File: src/rtl/ttt_fifo.sv
// Small register queue used between the front and back parts and at the output.
`default_nettype none
module ttt_fifo #(
    parameter int WIDTH = 8,
    parameter int DEPTH = 2
) (
    input  wire logic             clk,
    input  wire logic             rst_n,
    input  wire logic             push,
    input  wire logic [WIDTH-1:0] wdata,
    output logic                  full,
    input  wire logic             pop,
    output logic [WIDTH-1:0]      rdata,
    output logic                  empty
);
    localparam int AW = (DEPTH > 1) ? $clog2(DEPTH) : 1;
    localparam int CW = $clog2(DEPTH + 1);

    logic [WIDTH-1:0] mem_reg [DEPTH];
    logic [AW-1:0] wp_reg, rp_reg;
    logic [CW-1:0] cnt_reg;
    logic do_push, do_pop;

    assign full = (cnt_reg == CW'(DEPTH));
    assign empty = (cnt_reg == '0);
    assign do_push = push && !full;
    assign do_pop = pop && !empty;
    assign rdata = mem_reg[rp_reg];

    always_ff @(posedge clk)
    begin
        if (do_push)
        begin
            mem_reg[wp_reg] <= wdata;
        end
    end

    always_ff @(posedge clk or negedge rst_n)
    begin
        if (!rst_n)
        begin
            wp_reg <= '0;
            rp_reg <= '0;
            cnt_reg <= '0;
        end
        else
        begin
            if (do_push)
            begin
                wp_reg <= (wp_reg == AW'(DEPTH - 1)) ? '0 : wp_reg + 1'b1;
            end
            if (do_pop)
            begin
                rp_reg <= (rp_reg == AW'(DEPTH - 1)) ? '0 : rp_reg + 1'b1;
            end
            if (do_push && !do_pop)
            begin
                cnt_reg <= cnt_reg + 1'b1;
            end
            else if (do_pop && !do_push)
            begin
                cnt_reg <= cnt_reg - 1'b1;
            end
        end
    end
endmodule
`default_nettype wire

File: config.mk
export PLATFORM = sky130hd
export DESIGN_NAME = ttt_fifo
export DESIGN_NICKNAME = d
export VERILOG_FILES = /design/src/rtl/ttt_fifo.sv
export SDC_FILE = /design/constraint.sdc
export NUM_CORES = 1
export LEC_CHECK = 0
export BUFFER_PORTS_ARGS = -buffer_cell sky130_fd_sc_hd__buf_2
export CELL_PAD_IN_SITES_DETAIL_PLACEMENT = 1
export CELL_PAD_IN_SITES_GLOBAL_PLACEMENT = 1
export CORE_MARGIN = 2
export CORE_UTILIZATION = 43
export CTS_CLUSTER_DIAMETER = 60
export DETAILED_ROUTE_END_ITERATION = 10
export GPL_ROUTABILITY_DRIVEN = 0
export PLACE_DENSITY_LB_ADDON = 0.1
export SLEW_MARGIN = 20
export SYNTH_ARGS = -nofsm -noshare
export SYNTH_HDL_FRONTEND = slang
export SYNTH_SLANG_ARGS = --single-unit
File: constraint.sdc
create_clock -name clk -period 3.8 [get_ports clk]
set_input_delay 0 -clock clk [delete_from_list [all_inputs] [get_ports clk]]
set_output_delay 0 -clock clk [all_outputs]
set_load 0.02 [all_outputs]
==> results.toml <==
[timing]
rsz0062_at_grt = "false"
maxSlewViolCount = 0
finalCriticalPeriod_ps = 1580
maxSlewHeadroom_pct = 57.2
fin_skew_ps = 6.91
setup_slack_ps = 2220
hold_slack_ps = 15.0
setup-violations-final = 0
worst_pin_slew_ps = 640
hold_violations = 0
finalCritPeriodShare_pct = 41.5
tns_ps = 0
max_freq_ghz = 0.634

[drt]
wl_met3_um = 60
top_layer = "met4"
vias = 472
drc = 0
met2WireLength_um = 632
first_iter_violations = 1
viasPerCell = 4.58
ant_nets = 0
finalWirelength_mm = 1.28
wl_per_cell_um = 12.5
wl_met1_um = 559
firstDrtPassIters = 3

[setup_path]
worstReg2RegStart = "cnt_reg[0]"
critPathArrivalTime_ps = 1520
crit_end = "mem_reg[0][0]"
startpoint = "cnt_reg[0]"
crit_required_ps = 3740
reg2regPathDepth = 3
endpoint_kind = "flip-flop"
startpoint_type = "flip-flop"
crit_type = "reg2reg"
cp_max_fo = 8
rr_endpoint = "mem_reg[0][0]"
r2r_slack_ps = 2220

[clocking]
post_cts_resized = 0
cts_tree = "done"
path_clk_slew_ps = 110
cts_root_buf = "clkbuf_4"
h-tree-depth = 1
cts.sinks = 20
clk_latency_ps = 300
cts_buffers = 3
clk_path_buf_depth = 2

[global_route]
grt_usage_pct = 14.6
grt-ovfl-total = 0
grt_pass1_vias = 449
grt_pass1_wl_mm = 2.06
antenna_found_initial = 0
grt_max_degree = 12

[power]
ir_drop_uv = 407
power_frac_seq_pct = 47.6
netSwitchingPower_uw = 259
clockPowerShare_pct = 16.3
leakage_uw = 0.000437
swShare_pct = 34.8
power.density_nw_per_um2 = 708
power_uw = 743
comb_power_share_pct = 36.1
p_int_uw = 484

[logic_synthesis]
yosysTopAreaCellShare_pct = 61.4
synth_edf_count = 16
yosysSeqAreaShare_pct = 74.2
ys_async_sr_fraction_pct = 20.0
ys_seq_elements = 20
yosysMostFrequentCell = "edfxtp_1"
synth_common_cells = "edfxtp_1, mux2_1, dfrtp_1"
post-synth-top-area-cell = "edfxtp_1"
synth_area_leaders = "edfxtp_1, dfrtp_1, mux2_1, mux2_2, xnor2_1"
synth_warnings = 0
synth_cell_type_count = 15
synth_ff_type = "edfxtp_1"
syn_inst = 44
synth_fp_nets = 57
syn_area_per_cell_um2 = 17.8
netlist_area_um2 = 782

[finish]
fin_util_pct = 60.8
area_delta_synth_final_pct = 34.2
drive_gt1_share_pct = 37.2
seq_area_um2 = 581
diodes = 0
nFillCells = 187
nNetsFinal = 92
largest_reg_flops = 16
multi_input_area_um2 = 189

[die]
rows = 15
die_w_um = 46.6
io_pins = 22
start_util_pct = 45.3
dieArea_um2 = 2180
fp.dieH_um = 46.6
coreArea_um2 = 1730

[run]
maxCapViolations = 0

[placement]
dpl_worst_slack_ps = 2190
portBuffers = 21
dpl.hpwl_um = 913

[worst_hold_path]
holdCritPathClass = "in2async"

[status]
status = "complete, no violations"
[per-stage QoR]
stage | instance area (um2) | std cells
2_1_floorplan | 782 | 44
3_3_place_gp | 913 | 89
3_5_place_dp | 913 | 89
4_1_cts | 1050 | 103
5_1_grt | 1050 | 103
6_report | 1050 | 103
[critical path: stages, from the launching register on]
cell and delay (ps):
dfrtp_1 440, nand2b_1 180, nand2_2 100, nor2_1 500
[routing by layer]
| metal | track usage (%) | up-vias |
|---|---|---|
| met5 | 0 | - |
| met4 | 8.33 | 0 |
| met3 | 4.71 | 4 |
| met2 | 21.9 | 14 |
| met1 | 18.5 | 228 |
| li1 | - | 226 |
[cell type report]
cell class	count	share of cell area, %
multi-input cells	21	18.0
flip-flops and latches	20	55.3
clock buffers	4	3.46
inverters	2	0.715
repair buffers	31	19.5
well taps	25	2.98
[placed cells by master (no fill, tap or decap)]
cell,instances
edfxtp_1,16
ha_1,1
dfrtp_1,4
xnor2_1,2
mux2_1,6
clkbuf_8,1
nand2_2,1
clkbuf_4,3
inv_1,2
mux2_2,2
o21ai_1,1
xor2_1,2
and3_1,1
xnor2_2,1
buf_2,21
dlygate4sd3_1,10
nor2_1,3
nand2b_1,1
[kinds of logic (layout without fill, tap and decap cells)]
family,Yosys count,after routing,share of synthesized area (%)
DFF,20,20,74.2
muxes,8,8,11.5
and+or+nand+nor,6,6,3.84
xor gates and xnor gates,5,5,6.56
buffers and inverters,3,37,1.60
adders and majority gates,1,1,1.60
AOI/OAI and AO/OA,1,1,0.639
[what timing repair did]
item | CTS | global route
hold buffers | 10 | 0
buffers inserted | 0 | 0
endpoints found under the hold margin | 21 | 0
[power by group through the flow]
stage	Combinational, uW	Clock (uW)	Sequential (uW)
after floorplan	211	0	334
after global placement	260	0	359
after detailed placement	265	0	360
after CTS	275	125	356
after global routing	295	135	362
final	268	121	354
[how the worst min path moves through the flow]
stage,start,end,slack (ps),cells after the start
after floorplan,rst_n,cnt_reg[0],-300,0
after global placement,rst_n,rp_reg,-190,1
after detailed placement,rst_n,cnt_reg[0],-190,1
after CTS,rst_n,cnt_reg[0],8,2
after global routing,rst_n,cnt_reg[1],30,2
final,rst_n,cnt_reg[1],10,2
No activity file was read; power rests on OpenSTA's default activity.
