===== src/rtl/ttt_pkg.sv =====
// Package: types and constants for the transaction tracker.
`default_nettype none
package ttt_pkg;
    localparam int TABLE_DEPTH_DEF = 16;
    localparam int MAX_RESULTS = 16;
    localparam logic [7:0] TIMEOUT_RST = 8'd8;
    localparam logic [7:0] MARGIN_RST = 8'd4;
    localparam int CFG_IDX_W = 1;

    localparam logic [CFG_IDX_W-1:0] REG_TIMEOUT = 1'b0;
    localparam logic [CFG_IDX_W-1:0] REG_MARGIN = 1'b1;

    localparam logic [1:0] MODE_OPEN = 2'd0;
    localparam logic [1:0] MODE_REPLY = 2'd1;
    localparam logic [1:0] MODE_ERROR = 2'd2;
    localparam logic [1:0] MODE_TICK = 2'd3;

    localparam logic [2:0] K_OPENED = 3'd0;
    localparam logic [2:0] K_REJECT = 3'd1;
    localparam logic [2:0] K_UNTRACKED = 3'd2;
    localparam logic [2:0] K_SUCCESS = 3'd3;
    localparam logic [2:0] K_FAILURE = 3'd4;
    localparam logic [2:0] K_FLUSH = 3'd5;
    localparam logic [2:0] K_MATCHED = 3'd6;

    typedef struct packed {
        logic [1:0]  mode;
        logic [31:0] request_id;
        logic [31:0] barrier_id;
        logic [31:0] caller_id;
        logic [63:0] switch_id;
        logic [31:0] reply_id;
    } in_item_t;

    typedef struct packed {
        logic [2:0]  kind;
        logic [63:0] result_switch;
        logic [31:0] result_caller_id;
        logic        last;
    } out_item_t;
endpackage
`default_nettype wire


===== src/rtl/ttt_fifo.sv =====
// Small register queue used between the front and back parts and at the output.
`default_nettype none
module ttt_fifo #(
    parameter int WIDTH = 8,
    parameter int DEPTH = 2
) (
    input  wire logic             clk,
    input  wire logic             rst_n,
    input  wire logic             push,
    input  wire logic [WIDTH-1:0] wdata,
    output logic                  full,
    input  wire logic             pop,
    output logic [WIDTH-1:0]      rdata,
    output logic                  empty
);
    localparam int AW = (DEPTH > 1) ? $clog2(DEPTH) : 1;
    localparam int CW = $clog2(DEPTH + 1);

    logic [WIDTH-1:0] mem_reg [DEPTH];
    logic [AW-1:0] wp_reg, rp_reg;
    logic [CW-1:0] cnt_reg;
    logic do_push, do_pop;

    assign full = (cnt_reg == CW'(DEPTH));
    assign empty = (cnt_reg == '0);
    assign do_push = push && !full;
    assign do_pop = pop && !empty;
    assign rdata = mem_reg[rp_reg];

    always_ff @(posedge clk)
    begin
        if (do_push)
        begin
            mem_reg[wp_reg] <= wdata;
        end
    end

    always_ff @(posedge clk or negedge rst_n)
    begin
        if (!rst_n)
        begin
            wp_reg <= '0;
            rp_reg <= '0;
            cnt_reg <= '0;
        end
        else
        begin
            if (do_push)
            begin
                wp_reg <= (wp_reg == AW'(DEPTH - 1)) ? '0 : wp_reg + 1'b1;
            end
            if (do_pop)
            begin
                rp_reg <= (rp_reg == AW'(DEPTH - 1)) ? '0 : rp_reg + 1'b1;
            end
            if (do_push && !do_pop)
            begin
                cnt_reg <= cnt_reg + 1'b1;
            end
            else if (do_pop && !do_push)
            begin
                cnt_reg <= cnt_reg - 1'b1;
            end
        end
    end
endmodule
`default_nettype wire


===== src/rtl/ttt_outq.sv =====
// Output stage: holds each result until its last flag is known, then releases it.
`default_nettype none
module ttt_outq #(
    parameter int DEPTH = 2
) (
    input  wire logic               clk,
    input  wire logic               rst_n,
    input  wire logic               push,
    input  wire ttt_pkg::out_item_t wdata,
    input  wire logic               close,
    output logic                    full,
    input  wire logic               pop,
    output ttt_pkg::out_item_t      rdata,
    output logic                    empty
);
    import ttt_pkg::*;

    // one held result: it is released once the next result, its own last
    // flag or the end of the scan decides its last flag
    out_item_t hold_reg;
    logic hold_v_reg;
    logic q_full, q_empty, q_push;
    out_item_t q_in;

    assign full = hold_v_reg && q_full;
    assign q_push = hold_v_reg && (push || close || hold_reg.last) && !q_full;
    always_comb
    begin
        q_in = hold_reg;
        if (close)
        begin
            q_in.last = 1'b1;
        end
    end

    ttt_fifo #(.WIDTH($bits(out_item_t)), .DEPTH(DEPTH)) u_q (
        .clk(clk), .rst_n(rst_n),
        .push(q_push), .wdata(q_in), .full(q_full),
        .pop(pop), .rdata(rdata), .empty(q_empty)
    );
    assign empty = q_empty;

    always_ff @(posedge clk or negedge rst_n)
    begin
        if (!rst_n)
        begin
            hold_v_reg <= 1'b0;
        end
        else if (push && !full)
        begin
            hold_v_reg <= 1'b1;
        end
        else if (q_push)
        begin
            hold_v_reg <= 1'b0;
        end
    end

    always_ff @(posedge clk)
    begin
        if (push && !full)
        begin
            hold_reg <= wdata;
        end
    end
endmodule
`default_nettype wire


===== config.mk =====
export PLATFORM = sky130hd
export DESIGN_NAME = ttt_outq
export DESIGN_NICKNAME = d
export VERILOG_FILES = /design/src/rtl/ttt_pkg.sv /design/src/rtl/ttt_fifo.sv /design/src/rtl/ttt_outq.sv
export SDC_FILE = /design/constraint.sdc
export NUM_CORES = 1
export LEC_CHECK = 0
export ABC_AREA = 1
export BUFFER_PORTS_ARGS = -buffer_cell sky130_fd_sc_hd__buf_2
export CORE_MARGIN = 3
export CORE_UTILIZATION = 50
export DETAILED_ROUTE_END_ITERATION = 6
export HOLD_SLACK_MARGIN = 0.02
export PLACE_DENSITY_LB_ADDON = 0.05
export SYNTH_ARGS = -nofsm -noshare
export SYNTH_HDL_FRONTEND = slang
export SYNTH_HIERARCHICAL = 1
export SYNTH_SLANG_ARGS = --single-unit

===== constraint.sdc =====
create_clock -name clk -period 9.5 [get_ports clk]
set_input_delay 0.95 -clock clk [delete_from_list [all_inputs] [get_ports clk]]
set_output_delay 0.95 -clock clk [all_outputs]
set_load 0.02 [all_outputs]

==> metrics.yaml, run 1 <==
outcome:
  status: "finished clean"
setup_path:
  crit_fanout: 102
  startpoint: "u_q/rp_reg$_DFFE_PN0P_"
  endpoint: "rdata[74]"
  worstSetupEndpointType: "primary output"
  r2r-end: "u_q/rp_reg$_DFFE_PN0P_"
  r2r_slack_ns: 6.34
  path_class: "reg2out"
  reg2reg_depth: 4
  critPathLaunchType: "register"
  arrival_ns: 3.73
  cp.required_ns: 8.55
  reg2reg_from: "u_q/rp_reg$_DFFE_PN0P_"
logic_synthesis:
  avgSynthCellArea_um2: 16.0
  syn-num-nets: 775
  async_reset_ff_share_pct: 1.64
  synth_commonest_cells: "315 x nand2_1, 300 x edfxtp_1, 18 x buf_6, 13 x inv_1, 5 x dfrtp_1"
  synth.area.top_cells: "edfxtp_1 84%, nand2_1 11%, buf_6 1.9%"
  synth.distinct_cells: 16
  seq_area_frac_synth_pct: 85.6
  yosysMostFrequentCell: "nand2_1"
  synth_top_area_share_pct: 84.4
  synth_seq_cells: 305
  ys.warnings.count: 6
  synthCells: 669
  synth_flop_cell: "edfxtp_1"
  synth_edf_count: 300
  synth_area_leader_cell: "edfxtp_1"
  syn-cell-area_um2: 10700
clock_tree:
  clock-root-buffer: "clkbuf_16"
  post_cts_buffers: 0
  clk_latency_ns: 0.55
  cts_tree: "yes"
  clk_pin_slew_ns: 0.06
  clk_path_buf_depth: 3
  post_cts_resized: 0
  cts_hold_buf: 0
  htreeDepth: 1
  cts_sinks: 305
  numCtsBuffers: 31
power:
  p_leak_nw: 5.25
  powerDensity_nw_per_um2: 360
  p_int_w: 0.00303
  p_clk_share_pct: 25.4
  p_comb_share_pct: 28.0
  swShare_pct: 34.7
  p_sw_w: 0.00161
  max-vdd-ir-drop_mv: 0.212
  p_seq_share_pct: 46.6
layout:
  fillers: 1580
  fin_cells: 1184
  drive_gt1_share_pct: 28.8
  syn_to_final_growth_pct: 20.5
  largest_reg_flops: 200
  antenna-diode-count: 0
  finalNetCount: 996
sta:
  max_slew_margin_pct: 22.7
  hold_violations: 0
  tightest_slew_ns: 1.16
  setup_tns_ns: 0
  finClkSkew_ns: 0.0220
  setup_violations: 0
  period_needed_ns: 4.68
  slew_viol_final: 0
  post-route-period-util_pct: 49.2
  rsz0062_at_grt: "false"
  fmax_mhz: 214
routing:
  wire_per_inst_um: 17.2
  vias: 5787
  vias_per_cell: 4.89
  ant_nets: 0
  drc: 0
  wl_um: 20300
  first_pass_iters: 5
  drt-initial-drc-count: 374
global_routing:
  grt_antenna_before_repair: 0
  grt_start_max_net_pins: 103
  first_global_vias: 5924
  grt_overflow: 0
  grt_pass1_wl_um: 31800
  track_usage_pct: 17.2
die:
  die_h_um: 152
  dieArea_um2: 23100
  die_w_um: 152
  io_pins: 207
  start_util_pct: 51.8
  num_rows: 52
  core-area_um2: 20600
place:
  dp_cells: 1127
  gp_congestion: 0.710
  dp_hpwl_um: 12100
  port_buffers: 206
worst_hold_path:
  min_path_type: "in2async"
run:
  cap_violations: 0
==> layer usage <==
metal	share of wire, %	vias up	GRT usage, %
li1	-	2758	-
met1	41	2753	23.4
met2	48	243	28.2
met3	8.0	33	4.35
met4	2.5	0	4.84
met5	0	-	0
==> final cells by class <==
class	count	area, um^2	area share (%)
sequential	305	9140	71.0
multi-input combinational	328	1270	9.85
timing repair buffer	210	1060	8.25
clock buffer	33	783	6.09
tap	270	338	2.63
clock inverter	24	221	1.72
inverter	14	58.8	0.457
==> power by group through the flow <==
stage	Sequential (W)	Combinational, W	Clock (W)
after floorplan	0.00212	0.000952	0
after global placement	0.00217	0.00130	0
after detailed placement	0.00219	0.00132	0
after CTS	0.00216	0.00133	0.00121
after global routing	0.00220	0.00143	0.00126
final	0.00216	0.00130	0.00118
==> worst max-delay path, cell delays in order (launching register included) <==
cell and delay [ns]:
dfrtp_4 1.19, clkinv_2 0.93, buf_4 0.56, nand2_1 0.15
nand2_1 0.07, buf_2 0.16
==> kinds of logic after synthesis <==
group           after synthesis  synth area share (%)
buf+inv                      36                  2.63
flops                       305                  85.6
compound gates                2                0.0938
xor+xnor                      1                0.0821
fa+ha+maj                     1                 0.117
simple gates                324                  11.5
==> worst min path at each step <==
stage,depth (start not counted),to,from
2_1_floorplan,0,u_q/mem_reg[0][10]$_DFFE_PP_,hold_reg[10]$_DFFE_PP_
3_3_place_gp,0,u_q/mem_reg[1][67]$_DFFE_PP_,hold_reg[67]$_DFFE_PP_
3_5_place_dp,0,u_q/mem_reg[1][48]$_DFFE_PP_,hold_reg[48]$_DFFE_PP_
4_1_cts,1,u_q/cnt_reg[1]$_DFFE_PN0P_,rst_n
5_1_grt,1,u_q/cnt_reg[1]$_DFFE_PN0P_,rst_n
6_report,1,u_q/cnt_reg[1]$_DFFE_PN0P_,rst_n
==> per-stage QoR <==
stage	worst slack, ns	hold WS [ns]	power [W]	utilization, %	instance area, um^2
2_1_floorplan	3.54	0.421	0.00307	-	10700
3_3_place_gp	5.39	0.423	0.00347	57.5	11900
3_5_place_dp	5.34	0.430	0.00351	57.5	11900
4_1_cts	4.77	0.178	0.00470	62.4	12900
5_1_grt	4.53	0.189	0.00489	62.4	12900
6_report	4.82	0.208	0.00464	62.4	12900
==> cells in the final DEF (no fill, tap or decap), types with 3 or more instances in the layout <==
cell type	instances
dfrtp_1	4
bufinv_16	4
edfxtp_1	300
nor2_1	3
inv_1	11
buf_2	206
clkinv_1	9
nand2_1	315
buf_4	4
clkinv_2	9
clkbuf_16	31
Note: power is estimated with default switching activity, not from simulation.
==> inputs of run 2 (changes only) <==
- CORE_UTILIZATION: 50 -> 49
- clock period: 9.5 -> 4.08 ns (I/O delays scaled with it)
==> metrics.yaml, run 2 (synthesis gave the netlist of run 1 again) <==
outcome:
  status: "finished clean"
clock_tree:
  htreeDepth: 1  # unchanged
  clock-root-buffer: "clkbuf_16"
  post_cts_buffers: 0  # unchanged
  cts_tree: "yes"
  cts_hold_buf: 11  # +11
  clk_path_buf_depth: 3  # unchanged
  numCtsBuffers: 31  # unchanged
  cts_sinks: 305  # unchanged
  clk_latency_ns: 0.54  # about the same
  post_cts_resized: 0  # unchanged
  clk_pin_slew_ns: 0.06  # about the same
power:
  p_seq_share_pct: 44.8  # -1.8 points
  swShare_pct: 34.3  # -0.39 points
  powerDensity_nw_per_um2: 827  # +130%
  p_sw_w: 0.00374  # +130%
  max-vdd-ir-drop_mv: 0.544  # +160%
  p_int_w: 0.00715  # +140%
  p_leak_nw: 5.36  # +2.1%
  p_clk_share_pct: 25.7  # +0.3 points
  p_comb_share_pct: 29.5  # +1.5 points
layout:
  mostFrequentLayoutCells: "315 x nand2_1, 300 x edfxtp_1, 206 x buf_2"
  drive_gt1_share_pct: 28.1  # -0.66 points
  syn_to_final_growth_pct: 23.4
  largest_reg_flops: 200  # unchanged
  layout_commonest_cell: "nand2_1"
  finalNetCount: 1021  # +2.5%
  fillers: 1634  # +3.4%
place:
  gp_congestion: 0.728  # +2.6%
  port_buffers: 206  # unchanged
  dp_hpwl_um: 12100  # about the same
worst_hold_path:
  holdPathEnd: "hold_reg[4]$_DFFE_PP_"
  hold_depth: 1
  holdCritStartpoint: "wdata[4]"
  min_path_type: "in2reg"
die:
  num_rows: 53  # +1.9%
  io_pins: 207  # unchanged
  start_util_pct: 50.3  # -1.5 points
  core-area_um2: 21200  # +2.9%
  dieArea_um2: 23600  # +2.0%
  die_w_um: 154  # +0.97%
  die_h_um: 154  # +0.97%
routing:
  vias: 5809  # +0.38%
  wire_per_inst_um: 16.9  # -1.8%
  drt-initial-drc-count: 273  # -27%
  vias_per_cell: 4.78  # -2.3%
  drc: 0  # unchanged
  ant_nets: 0  # unchanged
  first_pass_iters: 4  # -1
  wl_um: 20500  # +0.89%
global_routing:
  grt_pass1_wl_um: 31400  # -1.2%
  grt_overflow: 0  # unchanged
  first_global_vias: 5818  # -1.8%
  grt_start_max_net_pins: 101  # -1.9%
  grt_antenna_before_repair: 4  # +4
  track_usage_pct: 16.7  # -0.51 points
setup_path:
  crit_fanout: 85  # -17%
  reg2reg_from: "u_q/cnt_reg[0]$_DFFE_PN0P_"
  reg2reg_depth: 9  # +5
  cp.required_ns: 3.67  # -4.88 ns
  r2r_slack_ns: 1.60  # -4.74 ns
  r2r-end: "u_q/mem_reg[0][11]$_DFFE_PP_"
  worstSetupEndpointType: "primary output"
  arrival_ns: 2.68  # -1.05 ns
  critPathLaunchType: "register"
  path_class: "reg2out"
sta:
  setup_violations: 0  # unchanged
  hold_ws_ns: 0.0417  # -0.166 ns
  period_needed_ns: 3.09
  hold_violations: 0  # unchanged
  setup_tns_ns: 0  # unchanged
  max_slew_margin_pct: 32.1  # +9.4 points
  tightest_slew_ns: 1.02  # -0.141 ns
  fmax_mhz: 323
  rsz0062_at_grt: "false"
  slew_viol_final: 0  # unchanged
  post-route-period-util_pct: 75.8
  finClkSkew_ns: 0.00769  # -0.0143 ns
run:
  cap_violations: 0  # unchanged
[run 2: routing by layer]
layer | GRT usage, % | wire length, um | part of all wire [%]
met4 | 3.95 | 337 | 1.6
met2 | 28.6 | 10600 | 51
met3 | 4.36 | 1460 | 7.1
met5 | 0 | 31 | 0.15
met1 | 21.8 | 8140 | 40
[run 2: final cells by class]
class	count	area, um^2	share of cell area, %
clock buffer	34	787	5.97
clock inverter	23	244	1.85
inverter	14	58.8	0.446
tap	275	344	2.61
multi-input combinational	328	1270	9.62
sequential	305	9140	69.4
antenna	2	5.00	0.0380
timing repair buffer	235	1330	10.1
[run 2: stage by stage]
step                      worst slack (ns)  cell area, um^2  instances  utilization [%]  total power [W]
after floorplan                      0.184            10700        669                -          0.00713
after global placement                1.61            11900       1134             56.1          0.00814
after detailed placement              1.54            11900       1134             56.1          0.00822
after CTS                            0.964            13100       1202             61.5           0.0110
after global routing                 0.863            13200       1216             62.1           0.0115
final                                0.988            13200       1216             62.1           0.0109
[run 2: worst max path at each step]
stage	from	end	slack, ns
6_report	u_q/rp_reg$_DFFE_PN0P_	rdata[56]	0.99
5_1_grt	u_q/rp_reg$_DFFE_PN0P_	rdata[56]	0.86
4_1_cts	u_q/rp_reg$_DFFE_PN0P_	rdata[56]	0.96
3_5_place_dp	u_q/rp_reg$_DFFE_PN0P_	rdata[56]	1.54
3_3_place_gp	u_q/rp_reg$_DFFE_PN0P_	rdata[32]	1.61
2_1_floorplan	u_q/cnt_reg[1]$_DFFE_PN0P_	u_q/mem_reg[1][0]$_DFFE_PP_	0.18
[run 2: power groups by stage]
stage,Combinational (W),Sequential [W],Clock (W)
floorplan,0.00222,0.00491,0
detailed placement,0.00327,0.00495,0
finish,0.00321,0.00488,0.00280
global route,0.00352,0.00496,0.00301
CTS,0.00329,0.00489,0.00286
global placement,0.00324,0.00490,0
[run 2: worst max-delay path, cell delays in order, from the launching register on]
cell	delay, ns
dfrtp_4	0.58
clkinv_2	0.24
buf_4	0.73
nand2_1	0.17
nand2_1	0.11
buf_2	0.16
==> inputs of run 3 (changes only) <==
- ABC_AREA: 1 -> 0
- clock period: 4.08 -> 2.55 ns (I/O delays scaled with it)
==> metrics.yaml, run 3 <==
clock_tree:
  numCtsBuffers: 30  # -3.2%
  clk_latency_ns: 0.54  # about the same
  clk_pin_slew_ns: 0.06  # about the same
  clock-root-buffer: "clkbuf_16"
  htreeDepth: 1  # unchanged
  clk_path_buf_depth: 3  # unchanged
  cts_tree: "yes"
  cts_sinks: 305  # unchanged
  post_cts_resized: 0  # unchanged
  post_cts_buffers: 0  # unchanged
setup_path:
  critPathBufInv: 2  # -1
  path_depth: 3  # -2
  worstSetupEndpointType: "primary output"
  critPathLaunchType: "register"
  crit_path_cell_trace: "buf_12 > mux2_2 > buf_2"
  path_class: "reg2out"
  max_stage_delay_ns: 0.75  # +0.02 ns
  cp_slowest_cell: "dfrtp_4"
  crit_family: "flip-flops"
  cp.required_ns: 2.30  # -1.37 ns
  crit_fanout: 24  # -72%
  reg2reg_depth: 6  # -3
  arrival_ns: 2.15  # -0.53 ns
sta:
  finClkSkew_ns: 0.0161  # +0.00840 ns
  post-route-period-util_pct: 94.4
  max_slew_margin_pct: 63.1  # +31 points
  setup_violations: 0  # unchanged
  slew_viol_final: 0  # unchanged
  period_needed_ns: 2.41
  rsz0062_at_grt: "false"
  fin_ws_ns: 0.142  # -0.846 ns
  hold_violations: 0  # unchanged
  setup_tns_ns: 0  # unchanged
  fmax_mhz: 415
  tightest_slew_ns: 0.553  # -0.466 ns
global_routing:
  grt_overflow: 0  # unchanged
  track_usage_pct: 15.9  # -0.85 points
  grt_pass1_wl_um: 29800  # -5.2%
  first_global_vias: 5549  # -4.6%
  grt_start_max_net_pins: 83  # -18%
  grt_antenna_before_repair: 0  # -4
routing:
  vias: 5128  # -12%
  wl_met1_um: 7710  # -5.4%
  wl_um: 19100  # -7.1%
  first_pass_iters: 4  # unchanged
  highest_layer: "met4"
  wl_met2_um: 9910  # -6.1%
  drt-initial-drc-count: 271  # -0.73%
  wl_met3_um: 996  # -32%
  wire_per_inst_um: 17.7  # +4.8%
  vias_per_cell: 4.76  # -0.42%
  drc: 0  # unchanged
  ant_nets: 0  # unchanged
layout:
  largest_reg_flops: 200  # unchanged
  drive_gt1_share_pct: 46.1  # +18 points
  syn_to_final_growth_pct: 30.7
  layout_commonest_cell: "edfxtp_1"
  finalNetCount: 884  # -13%
  mostFrequentLayoutCells: "300 x edfxtp_1, 206 x buf_2, 103 x dlygate4sd3_1"
  final_util_pct: 65.3  # +3.3 points
  antenna-diode-count: 0  # -2
  fillers: 1505  # -7.9%
run:
  cap_violations: 0  # unchanged
die:
  core-area_um2: 21900  # +3.2%
  start_util_pct: 50.0  # -0.32 points
  num_rows: 54  # +1.9%
  io_pins: 207  # unchanged
  dieArea_um2: 24200  # +2.4%
  die_w_um: 155  # +1.2%
  die_h_um: 155  # +1.2%
logic_synthesis:
  synth_top_area_share_pct: 82.3  # -2.1 points
  synthCells: 439  # -34%
  synth.area.top_cells: "edfxtp_1 82%, mux2_4 12%, buf_12 1.6%"
  synth_area_leader_cell: "edfxtp_1"
  avgSynthCellArea_um2: 24.9  # +56%
  ys.warnings.count: 6  # unchanged
  syn-num-nets: 545  # -30%
  syn-cell-area_um2: 10900  # +2.5%
  synth_commonest_cells: "300 x edfxtp_1, 90 x mux2_4, 10 x mux2_2, 9 x buf_12"
  async_reset_ff_share_pct: 1.64  # unchanged
  synth.distinct_cells: 22  # +6
  synth_edf_count: 300  # unchanged
  synth_seq_cells: 305  # unchanged
  yosysMostFrequentCell: "edfxtp_1"
  synth_flop_cell: "edfxtp_1"
  seq_area_frac_synth_pct: 83.5  # -2.1 points
place:
  dp_slack_ns: 0.605  # -0.935 ns
  gp_congestion: 0.746  # +2.6%
  dp_hpwl_um: 11700  # -3.7%
  port_buffers: 206  # unchanged
power:
  max-vdd-ir-drop_mv: 0.875  # +61%
  p_leak_nw: 5.51  # +2.7%
  powerDensity_nw_per_um2: 1170  # +41%
worst_hold_path:
  min_path_type: "in2async"
outcome:
  status: "finished clean"
run 3: cells by family (layout without fill, tap and decap cells):
group | Yosys count | after routing | synth area share (%)
flops | 305 | 305 | 83.5
mux | 100 | 100 | 13.4
simple gates | 13 | 13 | 0.629
buf+inv | 13 | 372 | 1.86
xor+xnor | 5 | 5 | 0.400
compound gates | 2 | 2 | 0.126
fa+ha+maj | 1 | 1 | 0.114
run 3: repair_timing:
| action | 4_1_cts | 5_1_grt |
|---|---|---|
| endpoints found under the setup margin | 0 | 0 |
| hold endpoints to repair | 106 | 0 |
| hold buffers | 103 | 0 |
run 3: per-layer routing:
| layer | track usage, % | vias up |
|---|---|---|
| met4 | 4.88 | 0 |
| met1 | 20.3 | 2530 |
| met2 | 27.8 | 149 |
| met5 | 0 | - |
| met3 | 2.98 | 32 |
| li1 | - | 2417 |
run 3: worst paths after layout:
check | startpoint | to | slack [ns]
max in group asynchronous | rst_n | u_q/rp_reg$_DFFE_PN0P_ | 2.35
min in group clk | pop | u_q/rp_reg$_DFFE_PN0P_ | 0.06
hold / removal | rst_n | u_q/cnt_reg[1]$_DFFE_PN0P_ | 0.05
setup / recovery | u_q/rp_reg$_DFFE_PN0P_ | rdata[71] | 0.14
hold reg to reg | hold_reg[41]$_DFFE_PP_ | u_q/mem_reg[0][41]$_DFFE_PP_ | 0.43
setup reg to reg | u_q/cnt_reg[0]$_DFFE_PN0P_ | u_q/mem_reg[0][65]$_DFFE_PP_ | 0.62
run 3: layout make-up:
type	instances	area, um^2	share of cell area (%)
multi-input cells	121	1640	11.5
well taps	280	350	2.45
inverters	2	7.51	0.0525
clock buffers	34	787	5.50
flip-flops and latches	305	9140	63.9
repair buffers	318	2220	15.5
clock inverters	18	165	1.15
run 3: power by group:
part | internal (W) | switching (W)
combinational | 0.00222 | 0.00279
sequential | 0.00704 | 0.000456
clock | 0.00250 | 0.00171
run 3: worst register-to-register path, cell delays in order (launching register included):
cell and delay, ns:
dfrtp_1 0.42, nand2b_4 0.17, inv_2 0.05, nor3b_2 0.20
nand2_2 0.12, nor2_4 0.15, buf_12 0.41
run 3: through the flow:
step	hold WS, ns	std cells	cell area, um^2	total power, W
after floorplan	-0.0406	439	11000	0.0112
after global placement	0.0759	923	12300	0.0125
after detailed placement	0.0783	923	12300	0.0126
after CTS	0.0261	1078	14300	0.0170
after global routing	0.0505	1078	14300	0.0175
final	0.0485	1078	14300	0.0167
